<file path="src/sv/lc4b5b_pkg.sv">
// Shared types and 4B5B symbol tables for the byte codec.
// No dependencies; lc4b5b_step and the codec core import this package.
package lc4b5b_pkg;

  localparam int unsigned ByteW = 8;
  localparam int unsigned AccW  = 16;
  localparam int unsigned FillW = 5;
  localparam int unsigned SymW  = 5;

  // result queue depth; pointers wrap on their own, so keep a power of two
  localparam int unsigned QDepth = 4;

  localparam logic DirEncode = 1'b0;
  localparam logic DirDecode = 1'b1;

  typedef struct packed {
    logic [ByteW-1:0] out_byte;
    logic             code_error;
    logic             last_of_run;
  } lc4b5b_res_t;

  // Next accumulator state and the results one input byte produces.
  typedef struct packed {
    logic [AccW-1:0]  acc;
    logic [FillW-1:0] fill;
    logic [1:0]       count;
    lc4b5b_res_t      res0;
    lc4b5b_res_t      res1;
  } lc4b5b_step_t;

  function automatic logic [SymW-1:0] enc_sym(input logic [3:0] nib);
    logic [SymW-1:0] s;
    case (nib)
      4'h0:    s = 5'h1e;
      4'h1:    s = 5'h09;
      4'h2:    s = 5'h14;
      4'h3:    s = 5'h15;
      4'h4:    s = 5'h0a;
      4'h5:    s = 5'h0b;
      4'h6:    s = 5'h0e;
      4'h7:    s = 5'h0f;
      4'h8:    s = 5'h12;
      4'h9:    s = 5'h13;
      4'ha:    s = 5'h16;
      4'hb:    s = 5'h17;
      4'hc:    s = 5'h1a;
      4'hd:    s = 5'h1b;
      4'he:    s = 5'h1c;
      default: s = 5'h1d;
    endcase
    return s;
  endfunction

  // Bit 5 flags a non-data symbol; then the low bits carry the symbol itself.
  function automatic logic [SymW:0] dec_sym(input logic [SymW-1:0] sym);
    logic [SymW:0] r;
    case (sym)
      5'h1e:   r = {1'b0, 5'h00};
      5'h09:   r = {1'b0, 5'h01};
      5'h14:   r = {1'b0, 5'h02};
      5'h15:   r = {1'b0, 5'h03};
      5'h0a:   r = {1'b0, 5'h04};
      5'h0b:   r = {1'b0, 5'h05};
      5'h0e:   r = {1'b0, 5'h06};
      5'h0f:   r = {1'b0, 5'h07};
      5'h12:   r = {1'b0, 5'h08};
      5'h13:   r = {1'b0, 5'h09};
      5'h16:   r = {1'b0, 5'h0a};
      5'h17:   r = {1'b0, 5'h0b};
      5'h1a:   r = {1'b0, 5'h0c};
      5'h1b:   r = {1'b0, 5'h0d};
      5'h1c:   r = {1'b0, 5'h0e};
      5'h1d:   r = {1'b0, 5'h0f};
      default: r = {1'b1, sym};
    endcase
    return r;
  endfunction

endpackage

</file>
<file path="src/sv/lc4b5b_in_if.sv">
// Input channel of the 4B5B byte codec: valid/ready plus one byte.
// Depends on nothing.
interface lc4b5b_in_if;
  logic       valid;
  logic       ready;
  logic [7:0] in_byte;

  modport source (output valid, output in_byte, input ready);
  modport sink (input valid, input in_byte, output ready);
endinterface

</file>
<file path="src/sv/lc4b5b_out_if.sv">
// Result channel of the 4B5B byte codec: valid/ready plus byte and flags.
// Depends on nothing.
interface lc4b5b_out_if;
  logic       valid;
  logic       ready;
  logic [7:0] out_byte;
  logic       code_error;
  logic       last_of_run;

  modport source (output valid, output out_byte, output code_error,
                  output last_of_run, input ready);
  modport sink (input valid, input out_byte, input code_error,
                input last_of_run, output ready);
endinterface

</file>
<file path="src/sv/lc4b5b_step.sv">
// Per-byte datapath: merges a byte or code word into the bit accumulator
// and splits off finished results. Depends on lc4b5b_pkg.
module lc4b5b_step
  import lc4b5b_pkg::*;
(
  input  logic             dir_i,
  input  logic [AccW-1:0]  acc_i,
  input  logic [FillW-1:0] fill_i,
  input  logic [ByteW-1:0] byte_i,
  output lc4b5b_step_t     step_o
);

  logic [9:0]       code;
  logic [AccW-1:0]  enc_sum;
  logic [AccW-1:0]  dec_sum;
  logic [FillW-1:0] enc_fill;
  logic [FillW-1:0] dec_fill;
  logic [SymW:0]    hi_dec;
  logic [SymW:0]    lo_dec;
  logic [ByteW-1:0] dec_byte;

  assign code     = {enc_sym(byte_i[7:4]), enc_sym(byte_i[3:0])};
  assign enc_sum  = acc_i | (AccW'(code) << fill_i[3:0]);
  assign dec_sum  = acc_i | (AccW'(byte_i) << fill_i[3:0]);
  assign enc_fill = fill_i + FillW'(10);
  assign dec_fill = fill_i + FillW'(8);

  assign hi_dec   = dec_sym(dec_sum[9:5]);
  assign lo_dec   = dec_sym(dec_sum[4:0]);
  // bad high symbol keeps only its low four bits; bad low symbol ORs into bit 4
  assign dec_byte = {hi_dec[3:0], 4'b0000} | {3'b000, lo_dec[SymW-1:0]};

  always_comb begin
    step_o = '0;
    if (dir_i == DirEncode) begin
      step_o.res0.out_byte = enc_sum[7:0];
      step_o.res1.out_byte = enc_sum[15:8];
      if (enc_fill >= FillW'(16)) begin
        step_o.count            = 2'd2;
        step_o.res1.last_of_run = 1'b1;
        step_o.acc              = '0;
        step_o.fill             = '0;
      end else begin
        step_o.count            = 2'd1;
        step_o.res0.last_of_run = 1'b1;
        step_o.acc              = enc_sum >> 8;
        step_o.fill             = enc_fill - FillW'(8);
      end
    end else begin
      step_o.res0.out_byte    = dec_byte;
      step_o.res0.code_error  = hi_dec[SymW] | lo_dec[SymW];
      step_o.res0.last_of_run = 1'b1;
      if (dec_fill >= FillW'(10)) begin
        step_o.count = 2'd1;
        step_o.acc   = dec_sum >> 10;
        step_o.fill  = dec_fill - FillW'(10);
      end else begin
        step_o.count = 2'd0;
        step_o.acc   = dec_sum;
        step_o.fill  = dec_fill;
      end
    end
  end

endmodule

</file>
<file path="src/sv/line_code_4b5b_byte_codec_core.sv">
// Channel   Dir  Handshake      Payload
// in_i      in   valid/ready    in_byte[7:0]
// out_o     out  valid/ready    out_byte[7:0], code_error, last_of_run
// cfg       in   cfg_we_i       cfg_wdata_i (direction)
//
// An accepted byte updates the accumulator in the same cycle and its
// results land in a four-entry result queue; the first result is offered
// the next cycle. The queue drains one beat per cycle while out_o.ready
// is high. Encoding turns every four inputs into five bytes out. in_i.ready
// is high while the queue has room for two results; it falls under output
// stall and when encoded inputs arrive faster than the queue drains.
// Reset clears the accumulator, queue and direction (encode).
// Depends on lc4b5b_pkg, lc4b5b_in_if, lc4b5b_out_if, lc4b5b_step.
module line_code_4b5b_byte_codec_core
  import lc4b5b_pkg::*;
(
  input  logic        clk_i,
  input  logic        rst_ni,
  input  logic        cfg_we_i,
  input  logic        cfg_wdata_i,
  lc4b5b_in_if.sink   in_i,
  lc4b5b_out_if.source out_o
);

  localparam int unsigned PtrW = $clog2(QDepth);
  localparam int unsigned CntW = $clog2(QDepth + 1);

  logic             dir_q;
  logic [AccW-1:0]  acc_q;
  logic [FillW-1:0] fill_q;
  lc4b5b_step_t     step;

  lc4b5b_res_t      q_mem [QDepth];
  logic [PtrW-1:0]  wr_q, rd_q;
  logic [CntW-1:0]  cnt_q;
  logic             push, pop;
  logic [CntW-1:0]  push_n;
  logic [PtrW-1:0]  wr_nxt;

  lc4b5b_step u_step (
    .dir_i  (dir_q),
    .acc_i  (acc_q),
    .fill_i (fill_q),
    .byte_i (in_i.in_byte),
    .step_o (step)
  );

  assign in_i.ready = (cnt_q <= CntW'(QDepth - 2));
  assign push       = in_i.valid & in_i.ready;
  assign pop        = out_o.valid & out_o.ready;
  assign push_n     = push ? CntW'(step.count) : '0;
  assign wr_nxt     = wr_q + PtrW'(1);

  assign out_o.valid       = (cnt_q != '0);
  assign out_o.out_byte    = q_mem[rd_q].out_byte;
  assign out_o.code_error  = q_mem[rd_q].code_error;
  assign out_o.last_of_run = q_mem[rd_q].last_of_run;

  always_ff @(posedge clk_i or negedge rst_ni) begin
    if (!rst_ni) begin
      dir_q  <= DirEncode;
      acc_q  <= '0;
      fill_q <= '0;
    end else if (cfg_we_i) begin
      dir_q  <= cfg_wdata_i;
      acc_q  <= '0;
      fill_q <= '0;
    end else if (push) begin
      acc_q  <= step.acc;
      fill_q <= step.fill;
    end
  end

  always_ff @(posedge clk_i or negedge rst_ni) begin
    if (!rst_ni) begin
      wr_q  <= '0;
      rd_q  <= '0;
      cnt_q <= '0;
    end else begin
      wr_q  <= wr_q + PtrW'(push_n);
      rd_q  <= rd_q + PtrW'(pop);
      cnt_q <= cnt_q + push_n - CntW'(pop);
    end
  end

  always_ff @(posedge clk_i) begin
    if (push && step.count != 2'd0) begin
      q_mem[wr_q] <= step.res0;
    end
    if (push && step.count == 2'd2) begin
      q_mem[wr_nxt] <= step.res1;
    end
  end

endmodule

</file>
<file path="src/flat_wrapper.sv">
// flat-port wrapper written by rule: the top's interface ports become plain ports
module line_code_4b5b_byte_codec_core_flat import lc4b5b_pkg::*;
  (clk_i, rst_ni, cfg_we_i, cfg_wdata_i, in_i_valid, in_i_in_byte, in_i_ready, out_o_valid, out_o_out_byte, out_o_code_error, out_o_last_of_run, out_o_ready);
  lc4b5b_in_if in_i_i ();
  lc4b5b_out_if out_o_i ();
  input  logic clk_i;
  input  logic rst_ni;
  input  logic cfg_we_i;
  input  logic cfg_wdata_i;
  input wire logic [$bits(in_i_i.valid)-1:0] in_i_valid;
  input wire logic [$bits(in_i_i.in_byte)-1:0] in_i_in_byte;
  output wire logic [$bits(in_i_i.ready)-1:0] in_i_ready;
  output wire logic [$bits(out_o_i.valid)-1:0] out_o_valid;
  output wire logic [$bits(out_o_i.out_byte)-1:0] out_o_out_byte;
  output wire logic [$bits(out_o_i.code_error)-1:0] out_o_code_error;
  output wire logic [$bits(out_o_i.last_of_run)-1:0] out_o_last_of_run;
  input wire logic [$bits(out_o_i.ready)-1:0] out_o_ready;
  assign in_i_i.valid = in_i_valid;
  assign in_i_i.in_byte = in_i_in_byte;
  assign in_i_ready = in_i_i.ready;
  assign out_o_valid = out_o_i.valid;
  assign out_o_out_byte = out_o_i.out_byte;
  assign out_o_code_error = out_o_i.code_error;
  assign out_o_last_of_run = out_o_i.last_of_run;
  assign out_o_i.ready = out_o_ready;
  line_code_4b5b_byte_codec_core u_core (.clk_i(clk_i), .rst_ni(rst_ni), .cfg_we_i(cfg_we_i), .cfg_wdata_i(cfg_wdata_i), .in_i(in_i_i), .out_o(out_o_i));
endmodule
</file>
<file path="config.mk">
export PLATFORM = sky130hd
export DESIGN_NAME = line_code_4b5b_byte_codec_core_flat
export DESIGN_NICKNAME = d
export VERILOG_FILES = /design/src/sv/lc4b5b_pkg.sv /design/src/sv/lc4b5b_in_if.sv /design/src/sv/lc4b5b_out_if.sv /design/src/sv/lc4b5b_step.sv /design/src/sv/line_code_4b5b_byte_codec_core.sv /design/src/flat_wrapper.sv
export SDC_FILE = /design/constraint.sdc
export NUM_CORES = 1
export LEC_CHECK = 0
export ABC_AREA = 1
export ABC_CLOCK_PERIOD_IN_PS = 6500
export BUFFER_PORTS_ARGS = -buffer_cell sky130_fd_sc_hd__buf_2
export CAP_MARGIN = 20
export CORE_ASPECT_RATIO = 1.5
export CORE_MARGIN = 5
export CORE_UTILIZATION = 37
export CTS_CLUSTER_SIZE = 40
export DETAILED_ROUTE_END_ITERATION = 16
export PLACE_DENSITY_LB_ADDON = 0.15
export SYNTH_ARGS = -nofsm -noshare
export SYNTH_HDL_FRONTEND = slang
export SYNTH_SLANG_ARGS = --single-unit
</file>
<file path="constraint.sdc">
create_clock -name clk_i -period 6.5 [get_ports clk_i]
set_clock_uncertainty 0.05 [all_clocks]
set_input_delay 1.3 -clock clk_i [delete_from_list [all_inputs] [get_ports clk_i]]
set_output_delay 1.3 -clock clk_i [all_outputs]
set_load 0.005 [all_outputs]
</file>
==> results_dict.tcl <==
set metrics [dict create \
    timing.fmax_mhz 265 \
    cts.sinks 68 \
    p_leak_nw 2.41 \
    power.share.switching 0.458 \
    async_flop_share 0.412 \
    critPathArrivalTime_ns 3.70 \
    grt_pass1_wl_um 24400 \
    clk_pin_slew_ns 0.06 \
    fin_crit_ns 3.77 \
    diodes 0 \
    wl_um 15600 \
    power_density_nw_per_um2 391 \
    synth_top_cell_area_share 0.227 \
    synth-compound-area-share 0.170 \
    maxSlewHeadroom 0.401 \
    start_kind "flop" \
    hold_viol 0 \
    wl_per_cell_um 18.8 \
    cts_hold_buf 0 \
    die_w_um 103 \
    crit_required_ns 6.42 \
    cap_violations 0 \
    drt_pass1_iterations 5 \
    synthCells 657 \
    finalSetupTns_ns 0 \
    clock_power_share 0.230 \
    cts_made_buffers 9 \
    post_drt_via_cell_ratio 5.54 \
    grt_overflow 0 \
    cp_max_fo 17 \
    internal_power_mw 1.12 \
    area_growth_pct 10.6 \
    synth_fp_nets 682 \
    synth_simple_gate_area_frac 0.314 \
    switchingPower_uw 942 \
    ys_seq_area_frac 0.391 \
    post_cts.repair.setup_buffers 0 \
    ctsResizeCount 0 \
    grt_max_degree 29 \
    yosysWarnings 0 \
    cp-end-kind "flop" \
    whs_ns 0.414 \
    yosysUniqueCellTypes 46 \
    drt_iter0_drc 408 \
    start_util 0.379 \
    synth_top_area_cell "edfxtp_1" \
    path_class "reg2reg" \
    status "completed" \
    core_area_um2 12600 \
    rows 50 \
    htree_num_levels 3 \
    synth_top_family_by_area "simple AND/OR/NAND/NOR gates" \
    synth_top_flop_cell "edfxtp_1" \
    final_cells 833 \
    synthAdderAreaFrac 0.0304 \
    cts_root_buffer "clkbuf_16" \
    synth_area_um2 4770 \
    setup_violations 0 \
    port_buffers 25 \
    hold_class "reg2reg" \
    final_cell_area_um2 5270 \
    drc 0 \
    insertion_delay_ns 0.34 \
    muxShareOfSynthArea 0.00210 \
    rsz0062_at_grt "no" \
    worstMarginPinSlew_ns 0.898 \
    synth_xor_area_frac 0.0126 \
    antenna_found_initial 0 \
    post-dp-hpwl_um 12200 \
    vias 4615 \
    grt_pass1_vias 4521 \
    grt.total_usage 0.212 \
    ys_top_cells_by_area "edfxtp_1, dfrtp_1, nand2_1" \
    io_pins 26 \
    dieArea_um2 15300 \
    ant_nets 0 \
    p_comb_frac 0.467 \
    cts_buffer_depth 2 \
    die_h_um 149 \
    synthTopCellsByCount "nand2_1, nand3_1, o21ai_0" \
    place_area_um2 4990 \
    gp_congestion 0.944 \
    fin_crit_sh 0.581 \
    synth-edff-count 36 \
    irDropWorstVdd_uv 138 \
    drv_slew 0 \
    drive_gt1_frac 0.108 \
    avgSynthCellArea_um2 7.26 \
    synth.most_common_cell "nand2_1" \
    dp_cells 817 \
    ys_ff_latch 68 \
    nNetsFinal 697 \
    cts_tree "yes" \
    seq_power_share 0.303 \
]
[final cells by class]
type	count	area (um2)
Fill cell	1275	7300
Multi-Input combinational cell	496	2520
Sequential cell	68	1860
Inverter	71	272
Clock buffer	10	229
Tap cell	156	195
Timing Repair Buffer	26	133
Clock inverter	6	55.1
[power groups by stage]
stage	Clock, mW	Combinational, mW	Sequential, mW
3_3_place_gp	0	0.950	0.630
6_report	0.473	0.961	0.624
2_1_floorplan	0	0.682	0.587
3_5_place_dp	0	0.957	0.630
5_1_grt	0.498	1.07	0.634
4_1_cts	0.475	0.960	0.623
[through the flow]
stage / utilization / setup WS, ns / total power, mW
3_3_place_gp: 0.397 / 2.77 / 1.58
5_1_grt: 0.419 / 2.56 / 2.20
2_1_floorplan: - / 3.64 / 1.27
3_5_place_dp: 0.397 / 2.80 / 1.59
4_1_cts: 0.419 / 2.79 / 2.06
6_report: 0.419 / 2.73 / 2.06
[worst max-delay path, stage by stage (launching register included)]
cell and delay, ns:
dfrtp_1 0.85, inv_2 0.32, ha_1 0.40, inv_1 0.05, nand2_1 0.10, nor2_1 0.05
clkinv_1 0.18, nand2_1 0.20, nor3_2 0.57, inv_1 0.19, nand2_1 0.42
[routing by layer]
metal,routed length [um],global-route usage,part of all wire,up-vias
li1,-,-,-,2253
met1,5780,0.227,0.37,2117
met2,8110,0.374,0.52,186
met3,674,0.0337,0.043,59
met4,1060,0.140,0.068,0
met5,0,0,0,-
[sequential cells by signal, summed over array words and instances (netlist names)]
register       flops
u_core.acc_q      16
u_core.dir_q       1
u_core.q_mem      40
u_core.cnt_q       3
u_core.fill_q      4
u_core.rd_q        2
u_core.wr_q        2
[final timing paths]
kind | from | depth (start not counted) | slack (ns) | to
setup / recovery | u_core.fill_q[3] | 10 | 2.73 | u_core.q_mem[3][7]
hold / removal | u_core.q_mem[1][1] | 2 | 0.41 | u_core.q_mem[1][1]
setup reg to reg | u_core.fill_q[3] | 10 | 2.73 | u_core.q_mem[3][7]
hold reg to reg | u_core.q_mem[1][1] | 2 | 0.41 | u_core.q_mem[1][1]
max in group asynchronous | rst_ni | 1 | 4.97 | u_core.acc_q[1]
min in group asynchronous | rst_ni | 1 | 0.97 | u_core.cnt_q[0]
[cells by family (layout without fill, tap and decap cells)]
| kind of cell | count (synthesis) | after routing |
|---|---|---|
| and+or+nand+nor | 337 | 337 |
| AOI/OAI and AO/OA | 141 | 141 |
| buffers and inverters | 93 | 113 |
| DFF | 68 | 68 |
| adders and majority gates | 11 | 11 |
| xor gates and xnor gates | 6 | 6 |
| muxes | 1 | 1 |
[placed cells by master, fill, tap and decap left out, types with 3 or more instances in the layout]
cell / netlist / final
nand2_1: 175 / 175
nand3_1: 73 / 73
o21ai_0: 64 / 64
nor2_1: 63 / 63
inv_1: 60 / 60
edfxtp_1: 36 / 36
dfrtp_1: 28 / 28
buf_2: 3 / 25
o22ai_1: 22 / 22
a21oi_1: 19 / 19
ha_1: 10 / 10
clkbuf_16: 0 / 9
inv_2: 8 / 8
o21ai_1: 8 / 8
o211ai_1: 7 / 7
a22oi_1: 7 / 7
nand4_1: 6 / 6
nor2_4: 4 / 4
xor2_1: 4 / 4
nor3_2: 4 / 4
o21ai_2: 4 / 4
dfxtp_1: 4 / 4
clkinv_1: 1 / 3
nand2_2: 3 / 3
Note: power is estimated with default switching activity, not from simulation.
